### src/hdl/controller_sample_conditioner_core_assert.svh
// ----------------------------------------------------------------------------
// Controller sample conditioner assertion macros
// Concurrent assertion wrappers shared by the conditioner RTL. They expand to
// nothing in synthesis builds.
// ----------------------------------------------------------------------------
`ifndef CONTROLLER_SAMPLE_CONDITIONER_CORE_ASSERT_SVH
`define CONTROLLER_SAMPLE_CONDITIONER_CORE_ASSERT_SVH

`ifndef SYNTHESIS

// Same-cycle implication, disabled during reset.
`define CSC_ASSERT_IMPL(lbl, clk, rst_n, ante, cons) \
    lbl: assert property (@(posedge clk) disable iff (!rst_n) (ante) |-> (cons)) \
        else $error("csc assertion failed");

// Next-cycle implication, disabled during reset.
`define CSC_ASSERT_NEXT(lbl, clk, rst_n, ante, cons) \
    lbl: assert property (@(posedge clk) disable iff (!rst_n) (ante) |=> (cons)) \
        else $error("csc assertion failed");

`else

`define CSC_ASSERT_IMPL(lbl, clk, rst_n, ante, cons)
`define CSC_ASSERT_NEXT(lbl, clk, rst_n, ante, cons)

`endif

`endif

### src/hdl/csc_pkg.sv
// ----------------------------------------------------------------------------
// Controller sample conditioner package
// Item types, codes, arithmetic widths and the controller/datapath interface.
// ----------------------------------------------------------------------------
package csc_pkg;

    // Default number of controller channels.
    localparam int NUM_CHANNELS_DEF = 4;

    // Input action codes.
    localparam logic ACTION_SAMPLE  = 1'b0;
    localparam logic ACTION_NO_CTRL = 1'b1;

    // Result status codes.
    localparam logic STATUS_OK      = 1'b0;
    localparam logic STATUS_NO_CTRL = 1'b1;

    // Device kind codes.
    localparam logic DEVICE_CORE = 1'b0;
    localparam logic DEVICE_EXT  = 1'b1;

    // Resting acceleration on the y axis is -1.0 g in Q3.12.
    localparam logic signed [15:0] ACC_REST_Y = -16'sd4096;

    // Saturation limits of the result fields.
    localparam logic [15:0] MAG_MAX   = 16'hFFFF;
    localparam logic [16:0] SPEED_MAX = 17'h1FFFF;

    // Square root unit: an 18-bit root of a 36-bit radicand, two bits a cycle.
    localparam int ROOT_W              = 18;
    localparam int RAD_W               = 2 * ROOT_W;
    localparam int REM_W               = ROOT_W + 2;
    localparam int SQRT_BITS_PER_CYCLE = 2;
    localparam int SQRT_ITERS          = ROOT_W / SQRT_BITS_PER_CYCLE;
    localparam int SQRT_CNT_W          = $clog2(SQRT_ITERS + 1);

    // Width of one absolute axis difference and of its square.
    localparam int DIFF_W = 17;
    localparam int SQ_W   = 2 * DIFF_W;

    typedef struct packed {
        logic              action;
        logic [1:0]        channel;
        logic [31:0]       held_buttons;
        logic signed [15:0] acc_x;
        logic signed [15:0] acc_y;
        logic signed [15:0] acc_z;
        logic              nunchuk_attached;
        logic signed [15:0] ext_acc_x;
        logic signed [15:0] ext_acc_y;
        logic signed [15:0] ext_acc_z;
    } t_in_item;

    typedef struct packed {
        logic        entry_count;
        logic        status_code;
        logic [31:0] buttons_held;
        logic [31:0] buttons_pressed;
        logic [31:0] buttons_released;
        logic [15:0] acc_magnitude;
        logic [16:0] acc_speed;
        logic        device_kind;
        logic [15:0] ext_magnitude;
        logic [16:0] ext_speed;
    } t_out_item;

    // One 3-axis acceleration vector.
    typedef struct packed {
        logic signed [15:0] x;
        logic signed [15:0] y;
        logic signed [15:0] z;
    } t_vec3;

    // Which of the four lengths the datapath is working on.
    typedef enum logic [1:0] {
        VEC_REM_MAG = 2'd0,
        VEC_REM_SPD = 2'd1,
        VEC_EXT_MAG = 2'd2,
        VEC_EXT_SPD = 2'd3
    } t_vec_sel;

    typedef struct packed {
        logic     load_in;
        logic     square;
        logic     start_root;
        logic     store_root;
        logic     commit;
        t_vec_sel sel;
    } t_dp_cmd;

    typedef struct packed {
        logic in_range;
        logic no_ctrl;
        logic has_ext;
        logic root_done;
    } t_dp_status;

endpackage

### src/hdl/csc_sqrt.sv
// ----------------------------------------------------------------------------
// Iterative integer square root
// Restoring digit-by-digit root, two result bits per cycle, floor result.
// ----------------------------------------------------------------------------
module csc_sqrt
    import csc_pkg::*;
(
    input  logic              i_clk,
    input  logic              i_rst_n,
    input  logic              i_start,
    input  logic [RAD_W-1:0]  i_radicand,
    output logic              o_done,
    output logic [ROOT_W-1:0] o_root
);

    logic [RAD_W-1:0]      r_rad, n_rad;
    logic [REM_W-1:0]      r_rem, n_rem;
    logic [ROOT_W-1:0]     r_root, n_root;
    logic [SQRT_CNT_W-1:0] r_count;
    logic                  r_busy;
    logic                  r_done;

    // Two dependent root steps per cycle.
    always_comb begin : sqrt_step
        logic [RAD_W-1:0]  rad;
        logic [REM_W-1:0]  rem;
        logic [ROOT_W-1:0] root;
        logic [REM_W-1:0]  trial;
        rad   = r_rad;
        rem   = r_rem;
        root  = r_root;
        trial = '0;
        for (int k = 0; k < SQRT_BITS_PER_CYCLE; k++) begin
            rem   = {rem[REM_W-3:0], rad[RAD_W-1 -: 2]};
            rad   = {rad[RAD_W-3:0], 2'b00};
            trial = {root, 2'b01};
            if (rem >= trial) begin
                rem  = rem - trial;
                root = {root[ROOT_W-2:0], 1'b1};
            end else begin
                root = {root[ROOT_W-2:0], 1'b0};
            end
        end
        n_rad  = rad;
        n_rem  = rem;
        n_root = root;
    end

    // Control of the iteration count and the done pulse.
    always_ff @(posedge i_clk) begin
        if (!i_rst_n) begin
            r_busy  <= 1'b0;
            r_done  <= 1'b0;
            r_count <= '0;
        end else begin
            r_done <= 1'b0;
            if (i_start) begin
                r_busy  <= 1'b1;
                r_count <= SQRT_CNT_W'(SQRT_ITERS);
            end else if (r_busy) begin
                r_count <= r_count - 1'b1;
                if (r_count == SQRT_CNT_W'(1)) begin
                    r_busy <= 1'b0;
                    r_done <= 1'b1;
                end
            end
        end
    end

    // Working registers of the root.
    always_ff @(posedge i_clk) begin
        if (i_start) begin
            r_rad  <= i_radicand;
            r_rem  <= '0;
            r_root <= '0;
        end else if (r_busy) begin
            r_rad  <= n_rad;
            r_rem  <= n_rem;
            r_root <= n_root;
        end
    end

    assign o_done = r_done;
    assign o_root = r_root;

endmodule

### src/hdl/csc_datapath.sv
// ----------------------------------------------------------------------------
// Conditioner datapath
// Item register, per-channel state, squarers, shared square root and the
// result register.
// ----------------------------------------------------------------------------
module csc_datapath
    import csc_pkg::*;
#(
    parameter int NUM_CHANNELS = NUM_CHANNELS_DEF
) (
    input  logic       i_clk,
    input  logic       i_rst_n,
    input  t_in_item   i_in_data,
    input  t_dp_cmd    i_cmd,
    output t_dp_status o_status,
    output t_out_item  o_out_data
);

    localparam int CH_W = (NUM_CHANNELS > 1) ? $clog2(NUM_CHANNELS) : 1;

    t_in_item          r_in;
    logic [31:0]       r_last_btn [NUM_CHANNELS];
    t_vec3             r_last_rem [NUM_CHANNELS];
    t_vec3             r_last_ext [NUM_CHANNELS];
    logic [SQ_W-1:0]   r_sq [3];
    logic [15:0]       r_acc_mag;
    logic [16:0]       r_acc_spd;
    logic [15:0]       r_ext_mag;
    logic [16:0]       r_ext_spd;
    t_out_item         r_out, n_out;

    logic [CH_W+1:0]   chan_wide;
    logic [CH_W-1:0]   idx;
    logic              in_range;
    logic              no_ctrl;
    logic              has_ext;
    t_vec3             cur_rem;
    t_vec3             cur_ext;
    t_vec3             vec_cur;
    t_vec3             vec_prev;
    logic [DIFF_W-1:0] ad_x, ad_y, ad_z;
    logic [RAD_W-1:0]  radicand;
    logic              root_done;
    logic [ROOT_W-1:0] root;
    logic [15:0]       root_mag;
    logic [16:0]       root_spd;

    // Absolute difference of two signed axis values.
    function automatic logic [DIFF_W-1:0] abs_diff(logic signed [15:0] a,
                                                   logic signed [15:0] b);
        logic signed [DIFF_W-1:0] d;
        d = DIFF_W'(a) - DIFF_W'(b);
        return d[DIFF_W-1] ? DIFF_W'(-d) : DIFF_W'(d);
    endfunction

    // Item register.
    always_ff @(posedge i_clk) begin
        if (i_cmd.load_in) begin
            r_in <= i_in_data;
        end
    end

    // Channel decode.
    assign chan_wide = {{CH_W{1'b0}}, r_in.channel};
    assign idx       = chan_wide[CH_W-1:0];
    assign in_range  = (chan_wide < (CH_W + 2)'(NUM_CHANNELS));
    assign no_ctrl   = (r_in.action == ACTION_NO_CTRL);
    assign has_ext   = r_in.nunchuk_attached;

    assign cur_rem = '{x: r_in.acc_x, y: r_in.acc_y, z: r_in.acc_z};
    assign cur_ext = '{x: r_in.ext_acc_x, y: r_in.ext_acc_y, z: r_in.ext_acc_z};

    // Operand selection for the vector being measured.
    always_comb begin
        unique case (i_cmd.sel)
            VEC_REM_MAG: begin
                vec_cur  = cur_rem;
                vec_prev = '0;
            end
            VEC_REM_SPD: begin
                vec_cur  = cur_rem;
                vec_prev = r_last_rem[idx];
            end
            VEC_EXT_MAG: begin
                vec_cur  = cur_ext;
                vec_prev = '0;
            end
            VEC_EXT_SPD: begin
                vec_cur  = cur_ext;
                vec_prev = r_last_ext[idx];
            end
            default: begin
                vec_cur  = cur_rem;
                vec_prev = '0;
            end
        endcase
    end

    assign ad_x = abs_diff(vec_cur.x, vec_prev.x);
    assign ad_y = abs_diff(vec_cur.y, vec_prev.y);
    assign ad_z = abs_diff(vec_cur.z, vec_prev.z);

    // Squares of the three axis differences, one multiplier per axis.
    always_ff @(posedge i_clk) begin
        if (i_cmd.square) begin
            r_sq[0] <= ad_x * ad_x;
            r_sq[1] <= ad_y * ad_y;
            r_sq[2] <= ad_z * ad_z;
        end
    end

    assign radicand = RAD_W'(r_sq[0]) + RAD_W'(r_sq[1]) + RAD_W'(r_sq[2]);

    csc_sqrt u_sqrt (
        .i_clk      (i_clk),
        .i_rst_n    (i_rst_n),
        .i_start    (i_cmd.start_root),
        .i_radicand (radicand),
        .o_done     (root_done),
        .o_root     (root)
    );

    // Saturated views of the root.
    assign root_mag = (root > ROOT_W'(MAG_MAX))   ? MAG_MAX   : root[15:0];
    assign root_spd = (root > ROOT_W'(SPEED_MAX)) ? SPEED_MAX : root[16:0];

    // Keep each finished length.
    always_ff @(posedge i_clk) begin
        if (i_cmd.store_root) begin
            unique case (i_cmd.sel)
                VEC_REM_MAG: r_acc_mag <= root_mag;
                VEC_REM_SPD: r_acc_spd <= root_spd;
                VEC_EXT_MAG: r_ext_mag <= root_mag;
                VEC_EXT_SPD: r_ext_spd <= root_spd;
                default:     r_acc_mag <= root_mag;
            endcase
        end
    end

    // Result assembly.
    always_comb begin
        n_out = '0;
        if (in_range && !no_ctrl) begin
            n_out.entry_count      = 1'b1;
            n_out.status_code      = STATUS_OK;
            n_out.buttons_held     = r_in.held_buttons;
            n_out.buttons_pressed  = r_in.held_buttons & ~r_last_btn[idx];
            n_out.buttons_released = r_last_btn[idx] & ~r_in.held_buttons;
            n_out.acc_magnitude    = r_acc_mag;
            n_out.acc_speed        = r_acc_spd;
            n_out.device_kind      = has_ext ? DEVICE_EXT : DEVICE_CORE;
            n_out.ext_magnitude    = has_ext ? r_ext_mag : '0;
            n_out.ext_speed        = has_ext ? r_ext_spd : '0;
        end else if (in_range) begin
            n_out.status_code = STATUS_NO_CTRL;
        end
    end

    always_ff @(posedge i_clk) begin
        if (i_cmd.commit) begin
            r_out <= n_out;
        end
    end

    // Per-channel history, updated when the result is committed.
    always_ff @(posedge i_clk) begin
        if (!i_rst_n) begin
            for (int c = 0; c < NUM_CHANNELS; c++) begin
                r_last_btn[c] <= '0;
                r_last_rem[c] <= '{x: 16'sd0, y: ACC_REST_Y, z: 16'sd0};
                r_last_ext[c] <= '{x: 16'sd0, y: ACC_REST_Y, z: 16'sd0};
            end
        end else if (i_cmd.commit && in_range) begin
            if (no_ctrl) begin
                r_last_btn[idx] <= '0;
                r_last_rem[idx] <= '{x: 16'sd0, y: ACC_REST_Y, z: 16'sd0};
                r_last_ext[idx] <= '{x: 16'sd0, y: ACC_REST_Y, z: 16'sd0};
            end else begin
                r_last_btn[idx] <= r_in.held_buttons;
                r_last_rem[idx] <= cur_rem;
                if (has_ext) begin
                    r_last_ext[idx] <= cur_ext;
                end
            end
        end
    end

    assign o_status.in_range  = in_range;
    assign o_status.no_ctrl   = no_ctrl;
    assign o_status.has_ext   = has_ext;
    assign o_status.root_done = root_done;
    assign o_out_data         = r_out;

endmodule

### src/hdl/csc_ctrl.sv
// ----------------------------------------------------------------------------
// Conditioner controller
// Sequences one item through the datapath and owns both handshakes.
// ----------------------------------------------------------------------------
`include "controller_sample_conditioner_core_assert.svh"

module csc_ctrl
    import csc_pkg::*;
(
    input  logic       i_clk,
    input  logic       i_rst_n,
    input  logic       i_in_valid,
    output logic       o_in_stall,
    output logic       o_out_valid,
    input  logic       i_out_stall,
    input  t_dp_status i_status,
    output t_dp_cmd    o_cmd
);

    typedef enum logic [2:0] {
        S_IDLE,
        S_DECODE,
        S_SQUARE,
        S_ROOT_START,
        S_ROOT_WAIT,
        S_FINISH
    } t_state;

    t_state   r_state;
    t_vec_sel r_sel;
    logic     r_out_valid;
    logic     out_free;
    logic     ext_square;

    // The result register can take a new value when empty or being drained.
    assign out_free = !r_out_valid || !i_out_stall;

    // State, vector select and result valid.
    always_ff @(posedge i_clk) begin
        if (!i_rst_n) begin
            r_state     <= S_IDLE;
            r_sel       <= VEC_REM_MAG;
            r_out_valid <= 1'b0;
        end else begin
            // A commit refills the result register; otherwise a drain empties it.
            if ((r_state == S_FINISH) && out_free) begin
                r_out_valid <= 1'b1;
            end else if (r_out_valid && !i_out_stall) begin
                r_out_valid <= 1'b0;
            end
            unique case (r_state)
                S_IDLE: begin
                    if (i_in_valid) begin
                        r_state <= S_DECODE;
                    end
                end
                S_DECODE: begin
                    if (!i_status.in_range || i_status.no_ctrl) begin
                        r_state <= S_FINISH;
                    end else begin
                        r_sel   <= VEC_REM_MAG;
                        r_state <= S_SQUARE;
                    end
                end
                S_SQUARE: begin
                    r_state <= S_ROOT_START;
                end
                S_ROOT_START: begin
                    r_state <= S_ROOT_WAIT;
                end
                S_ROOT_WAIT: begin
                    if (i_status.root_done) begin
                        unique case (r_sel)
                            VEC_REM_MAG: begin
                                r_sel   <= VEC_REM_SPD;
                                r_state <= S_SQUARE;
                            end
                            VEC_REM_SPD: begin
                                if (i_status.has_ext) begin
                                    r_sel   <= VEC_EXT_MAG;
                                    r_state <= S_SQUARE;
                                end else begin
                                    r_state <= S_FINISH;
                                end
                            end
                            VEC_EXT_MAG: begin
                                r_sel   <= VEC_EXT_SPD;
                                r_state <= S_SQUARE;
                            end
                            VEC_EXT_SPD: begin
                                r_state <= S_FINISH;
                            end
                            default: begin
                                r_state <= S_FINISH;
                            end
                        endcase
                    end
                end
                S_FINISH: begin
                    if (out_free) begin
                        r_state <= S_IDLE;
                    end
                end
                default: begin
                    r_state <= S_IDLE;
                end
            endcase
        end
    end

    // Datapath commands decoded from the state.
    always_comb begin
        o_cmd            = '0;
        o_cmd.sel        = r_sel;
        o_cmd.load_in    = (r_state == S_IDLE) && i_in_valid;
        o_cmd.square     = (r_state == S_SQUARE);
        o_cmd.start_root = (r_state == S_ROOT_START);
        o_cmd.store_root = (r_state == S_ROOT_WAIT) && i_status.root_done;
        o_cmd.commit     = (r_state == S_FINISH) && out_free;
    end

    assign o_in_stall  = (r_state != S_IDLE);
    assign o_out_valid = r_out_valid;

    // Squaring cycle of one of the extension vectors.
    assign ext_square = (r_state == S_SQUARE) &&
                        ((r_sel == VEC_EXT_MAG) || (r_sel == VEC_EXT_SPD));

    // A committed result is offered in the next cycle.
    `CSC_ASSERT_NEXT(a_commit_offers, i_clk, i_rst_n, o_cmd.commit, o_out_valid)
    // An accepted transfer always starts decoding.
    `CSC_ASSERT_NEXT(a_load_decodes, i_clk, i_rst_n, o_cmd.load_in, r_state == S_DECODE)
    // The root unit finishes only while the controller waits for it.
    `CSC_ASSERT_IMPL(a_root_in_wait, i_clk, i_rst_n, i_status.root_done, r_state == S_ROOT_WAIT)
    // Extension lengths are computed only when an extension is attached.
    `CSC_ASSERT_IMPL(a_ext_only, i_clk, i_rst_n, ext_square, i_status.has_ext)

endmodule

### src/hdl/controller_sample_conditioner_core.sv
// ----------------------------------------------------------------------------
// Controller sample conditioner
// Per-channel button edge detection and acceleration length/speed for
// controller samples.
// ----------------------------------------------------------------------------
// Each accepted transfer takes one sample or no-controller notice and yields
// exactly one result transfer. A no-controller or out-of-range item goes
// from decode straight to the result. A sample uses the single shared
// square-root unit, which produces two root bits per cycle, once for each
// of its vector lengths (two without an extension, four with one), each
// preceded by a squaring step and a root load step. A new item is accepted
// as soon as the previous one is in the output register, even if that
// result is still stalled.
module controller_sample_conditioner_core
    import csc_pkg::*;
#(
    parameter int NUM_CHANNELS = NUM_CHANNELS_DEF
) (
    input  logic      i_clk,
    input  logic      i_rst_n,
    input  logic      i_in_valid,
    output logic      o_in_stall,
    input  t_in_item  i_in_data,
    output logic      o_out_valid,
    input  logic      i_out_stall,
    output t_out_item o_out_data
);

    t_dp_cmd    dp_cmd;
    t_dp_status dp_status;

    // Sequencer.
    csc_ctrl u_ctrl (
        .i_clk       (i_clk),
        .i_rst_n     (i_rst_n),
        .i_in_valid  (i_in_valid),
        .o_in_stall  (o_in_stall),
        .o_out_valid (o_out_valid),
        .i_out_stall (i_out_stall),
        .i_status    (dp_status),
        .o_cmd       (dp_cmd)
    );

    // Arithmetic and channel state.
    csc_datapath #(
        .NUM_CHANNELS (NUM_CHANNELS)
    ) u_datapath (
        .i_clk      (i_clk),
        .i_rst_n    (i_rst_n),
        .i_in_data  (i_in_data),
        .i_cmd      (dp_cmd),
        .o_status   (dp_status),
        .o_out_data (o_out_data)
    );

endmodule
### config.mk
export PLATFORM = sky130hd
export DESIGN_NAME = controller_sample_conditioner_core
export DESIGN_NICKNAME = d
export VERILOG_FILES = /design/src/hdl/csc_pkg.sv /design/src/hdl/csc_sqrt.sv /design/src/hdl/csc_datapath.sv /design/src/hdl/csc_ctrl.sv /design/src/hdl/controller_sample_conditioner_core.sv
export VERILOG_INCLUDE_DIRS = /design/src /design/src/hdl
export SDC_FILE = /design/constraint.sdc
export NUM_CORES = 2
export LEC_CHECK = 0
export BUFFER_PORTS_ARGS = -buffer_cell sky130_fd_sc_hd__buf_2
export CORE_ASPECT_RATIO = 1.2
export CORE_MARGIN = 2
export CORE_UTILIZATION = 57
export DETAILED_ROUTE_END_ITERATION = 12
export PLACE_DENSITY = 0.83
export SLEW_MARGIN = 20
export SYNTH_ARGS = -nofsm -noshare
export SYNTH_HDL_FRONTEND = slang
export SYNTH_SLANG_ARGS = --single-unit
export TNS_END_PERCENT = 30
### constraint.sdc
create_clock -name i_clk -period 13.5 [get_ports i_clk]
set_input_delay 1.35 -clock i_clk [delete_from_list [all_inputs] [get_ports i_clk]]
set_output_delay 1.35 -clock i_clk [all_outputs]
set_load 0.005 [all_outputs]
==> summary.txt <==
Status
  – Outcome: finished, final reports clean

Worst setup path
  – Most used cell, CP: fa_1
  – Crit path to: u_datapath.r_sq[0][66]
  – Worst EP arrival: 12.40 ns
  – Reg2Reg Depth: 36
  – CP peak stage delay: just under 0.9 ns
  – WP data required: between 10 and 15 ns
  – R2R Path Start: u_ctrl.r_sel[0]
  – CP Launch Point: u_ctrl.r_sel[0]
  – CP Capture Type: flip-flop
  – Reg2reg setup slack: between 1.5 and 2 ns
  – Critical path's slowest cell: xor2_1
  – Startpoint types: flip-flop
  – Worst Path Max Fanout: 17
  – Critical path class: reg2reg
  – Terminus of the critical flop-to-flop path: u_datapath.r_sq[0][66]

Global route
  – Number of global-route vias before repair: 53100
  – Antenna violations before repair: 22
  – First-pass GRT wire length: between 200000 and 300000 microns
  – Gr usage total: 28.6%
  – Total grt overflow: 0
  – Pin count of the biggest net entering global routing: 87

Drt
  – DR WL/cell: roughly 22 microns
  – DRC Markers: 0
  – Routed vias/inst: 5.90
  – DR iter-0 viols: 5191
  – Vias: just over 50000
  – Number of nets with antenna violations after routing: 0
  – First-pass iteration count of the detailed router: 6
  – Final wirelength: ~190000 microns

Logic synthesis
  – Synthesized area: 73000 sq um
  – Synth Area per Inst: roughly 11 sq um
  – Cell count after synthesis: roughly 6500
  – Top post-synthesis cells by area: edfxtp_1, fa_1, ha_1, inv_1, nor2_1
  – Synth Flop Type: edfxtp_1
  – Post-synth top area cell: edfxtp_1
  – Yosys warns: 0
  – Seq/Total Area, Yosys: a little over two fifths
  – Synthesized flop and latch total: approximately 1100
  – Number of synthesized flops with an enable pin: just over 1000
  – Asr flop ratio synth: 0%
  – Yosys cell types: 96
  – Synth top area share: between 40% and 50%

Min path
  – Hold depth: 2
  – Class of the worst hold path: reg2reg

STA
  – Setup-failing EPs final: 0
  – Worst rel slew slack: between 20% and 30%
  – Final Skew: 0.0537 ns
  – Slew Viols, Final: 0
  – TNS Setup: 0 ns
  – Period utilization: just under 90%
  – Worst-Margin Slew: roughly 1.2 ns
  – Fmax: around 0.084 GHz
  – Tmin final: around 12 ns
  – Final hold violation count: 0
  – Unrepaired setup endpoints after global routing: no

Finish
  – Post-layout util: 63.3%
  – Post-route cell area: about 80000 sq um
  – Area grow syn2layout: 9.96%
  – Fraction of layout cells with a size suffix above 1: about 12%
  – Layout Nets: 7987
  – Post-route insts no fill: 8566

Clocking
  – CTS Buf Count: ~100
  – Post-CTS Resized: 0
  – Clock Latency Late Sink: ~0.73 ns
  – Post-CTS setup repair buffer count: 0
  – Cts hold-fix bufs: 0
  – Reg clk slew, reported paths: approximately 0.06 ns
  – Clock root buffer: clkbuf_16
  – Htree depth: 3
  – Clock sink total: 1060
  – Clock Path Buffers: 3
  – TritonCTS clock tree: done

Placed design
  – DP Cell Count: 8360
  – HPWL after DPL: ~130000 microns
  – Placed cell areas: 76700 sq um
  – PortBufs: 302
  – Final Wtd Congestion: roughly 0.93

Die
  – Die area: 131000 sq um
  – Initial Utilization: between 50 and 60%
  – Io pins: between 300 and 400
  – Die Y-Extent: roughly 400 microns
  – Die width: 331 microns
  – Row count: 143
  – Core Footprint: approximately 130000 sq um

Job
  – Max-cap viol count: 0
Yosys cell counts (14+ instances only):
cell type     n
inv_1      1034
edfxtp_1   1010
nor2_1      830
fa_1        576
nand2_1     531
ha_1        478
a21oi_1     219
clkbuf_1    182
xnor2_1     179
o21ai_0     160
mux4_2      128
a21o_1       98
xor2_1       76
nor2b_1      70
nand3_1      59
and2_1       57
nor3_1       56
mux2_2       51
dfxtp_1      50
a22oi_1      48
nand2b_1     44
nor3b_1      39
a211oi_1     38
o21a_1       34
and3_1       33
mux2i_1      33
o21bai_1     29
nand4_1      27
buf_1        26
a31oi_1      22
or3_1        22
o31ai_1      19
o211ai_1     18
or2_2        16
clkinv_1     14
cells in the final DEF (no fill, tap or decap), types with 21 or more instances in the layout:
| master | netlist | final |
|---|---|---|
| nand4_1 | 27 | 27 |
| mux2i_1 | 33 | 33 |
| o21bai_1 | 29 | 29 |
| xnor2_1 | 179 | 176 |
| a21o_1 | 98 | 98 |
| o21ai_0 | 160 | 159 |
| a211oi_1 | 38 | 38 |
| inv_1 | 1034 | 1034 |
| edfxtp_1 | 1010 | 1010 |
| mux2_2 | 51 | 51 |
| conb_1 | 2 | 33 |
| nor3_1 | 56 | 56 |
| buf_4 | 0 | 79 |
| nand3_1 | 59 | 59 |
| clkinv_1 | 14 | 33 |
| nor2b_1 | 70 | 68 |
| dfxtp_1 | 50 | 47 |
| nor2_1 | 830 | 827 |
| or3_1 | 22 | 21 |
| and2_1 | 57 | 56 |
| and3_1 | 33 | 32 |
| clkbuf_16 | 0 | 104 |
| nor3b_1 | 39 | 38 |
| nand2_1 | 531 | 521 |
| ha_1 | 478 | 477 |
| a22oi_1 | 48 | 48 |
| fa_1 | 576 | 576 |
| a31oi_1 | 22 | 22 |
| xor2_1 | 76 | 75 |
| nand2b_1 | 44 | 44 |
| mux4_2 | 128 | 128 |
| o21a_1 | 34 | 34 |
| a21oi_1 | 219 | 217 |
| buf_2 | 6 | 302 |
worst min-delay path by stage:
stage                                 start                      endpoint  slack (ns)
2_1_floorplan            u_datapath.no_ctrl    u_datapath.o_out_data[163]        0.42
3_3_place_gp   u_datapath.u_sqrt.r_count[1]  u_datapath.u_sqrt.r_count[1]        0.48
3_5_place_dp   u_datapath.u_sqrt.r_count[1]  u_datapath.u_sqrt.r_count[1]        0.49
4_1_cts          u_datapath.u_sqrt.r_rad[0]    u_datapath.u_sqrt.r_rad[4]        0.50
5_1_grt        u_datapath.u_sqrt.r_count[1]  u_datapath.u_sqrt.r_count[1]        0.53
6_report       u_datapath.u_sqrt.o_root[16]  u_datapath.u_sqrt.o_root[16]        0.50
layout make-up:
| type | count | area (sq um) |
|---|---|---|
| Antenna cell | 17 | 42.5 |
| Clock buffer | 126 | 2720 |
| Clock inverter | 62 | 762 |
| Fill cell | 9231 | 46600 |
| Inverter | 1053 | 3950 |
| Multi-Input combinational cell | 4196 | 37200 |
| Sequential cell | 1060 | 31300 |
| Tap cell | 1667 | 2090 |
| Timing Repair Buffer | 385 | 2170 |
cells by family after synthesis:
family	Yosys count	share of synthesized area (%)
simple gates	1832	11.1
buf+inv	1269	6.55
flops	1060	42.9
fa+ha+maj	1054	24.0
compound gates	809	7.21
xor+xnor	256	3.09
mux	212	5.19
other cells	2	0.0103
through the flow:
stage | hold WS [ns] | setup slack, ns
floorplan | 0.424 | 3.16
CTS | 0.502 | 1.61
finish | 0.503 | 1.53
global route | 0.532 | 0.831
detailed placement | 0.493 | 1.75
global placement | 0.479 | 2.03
routing by layer:
metal | share of wire [%] | vias up | global-route usage, %
met5 | 0 | - | 0
met4 | 4.5 | 0 | 13.2
met1 | 36 | 25000 | 34.5
met3 | 8.4 | 518 | 4.41
li1 | - | 22500 | -
met2 | 52 | 2549 | 50.2
worst max-delay path, delay by kind of cell (launching register included):
| kind | cells | cell delay (ns) |
|---|---|---|
| and+or+nand+nor | 7 | 1.68 |
| AOI/OAI and AO/OA | 8 | 2.44 |
| xor gates and xnor gates | 3 | 1.46 |
| buffers and inverters | 8 | 1.36 |
| adders and majority gates | 9 | 3.96 |
| muxes | 1 | 0.42 |
| DFF | 1 | 0.37 |
sequential cells by signal, summed over array words and instances, names as in the netlist, 18 cells and up, named ones only:
register	flops
u_datapath.r_in	32
u_datapath.cur_rem	48
u_datapath.r_sq	99
u_datapath.r_last_btn	128
u_datapath.u_sqrt.o_root	18
u_datapath.o_out_data	165
u_datapath.u_sqrt.r_rem	18
u_datapath.r_last_rem	192
u_datapath.u_sqrt.r_rad	36
u_datapath.cur_ext	48
u_datapath.r_last_ext	192
Power is not shown: default switching activity piles up to over one toggle a cycle in this logic, so the estimate is an artifact.
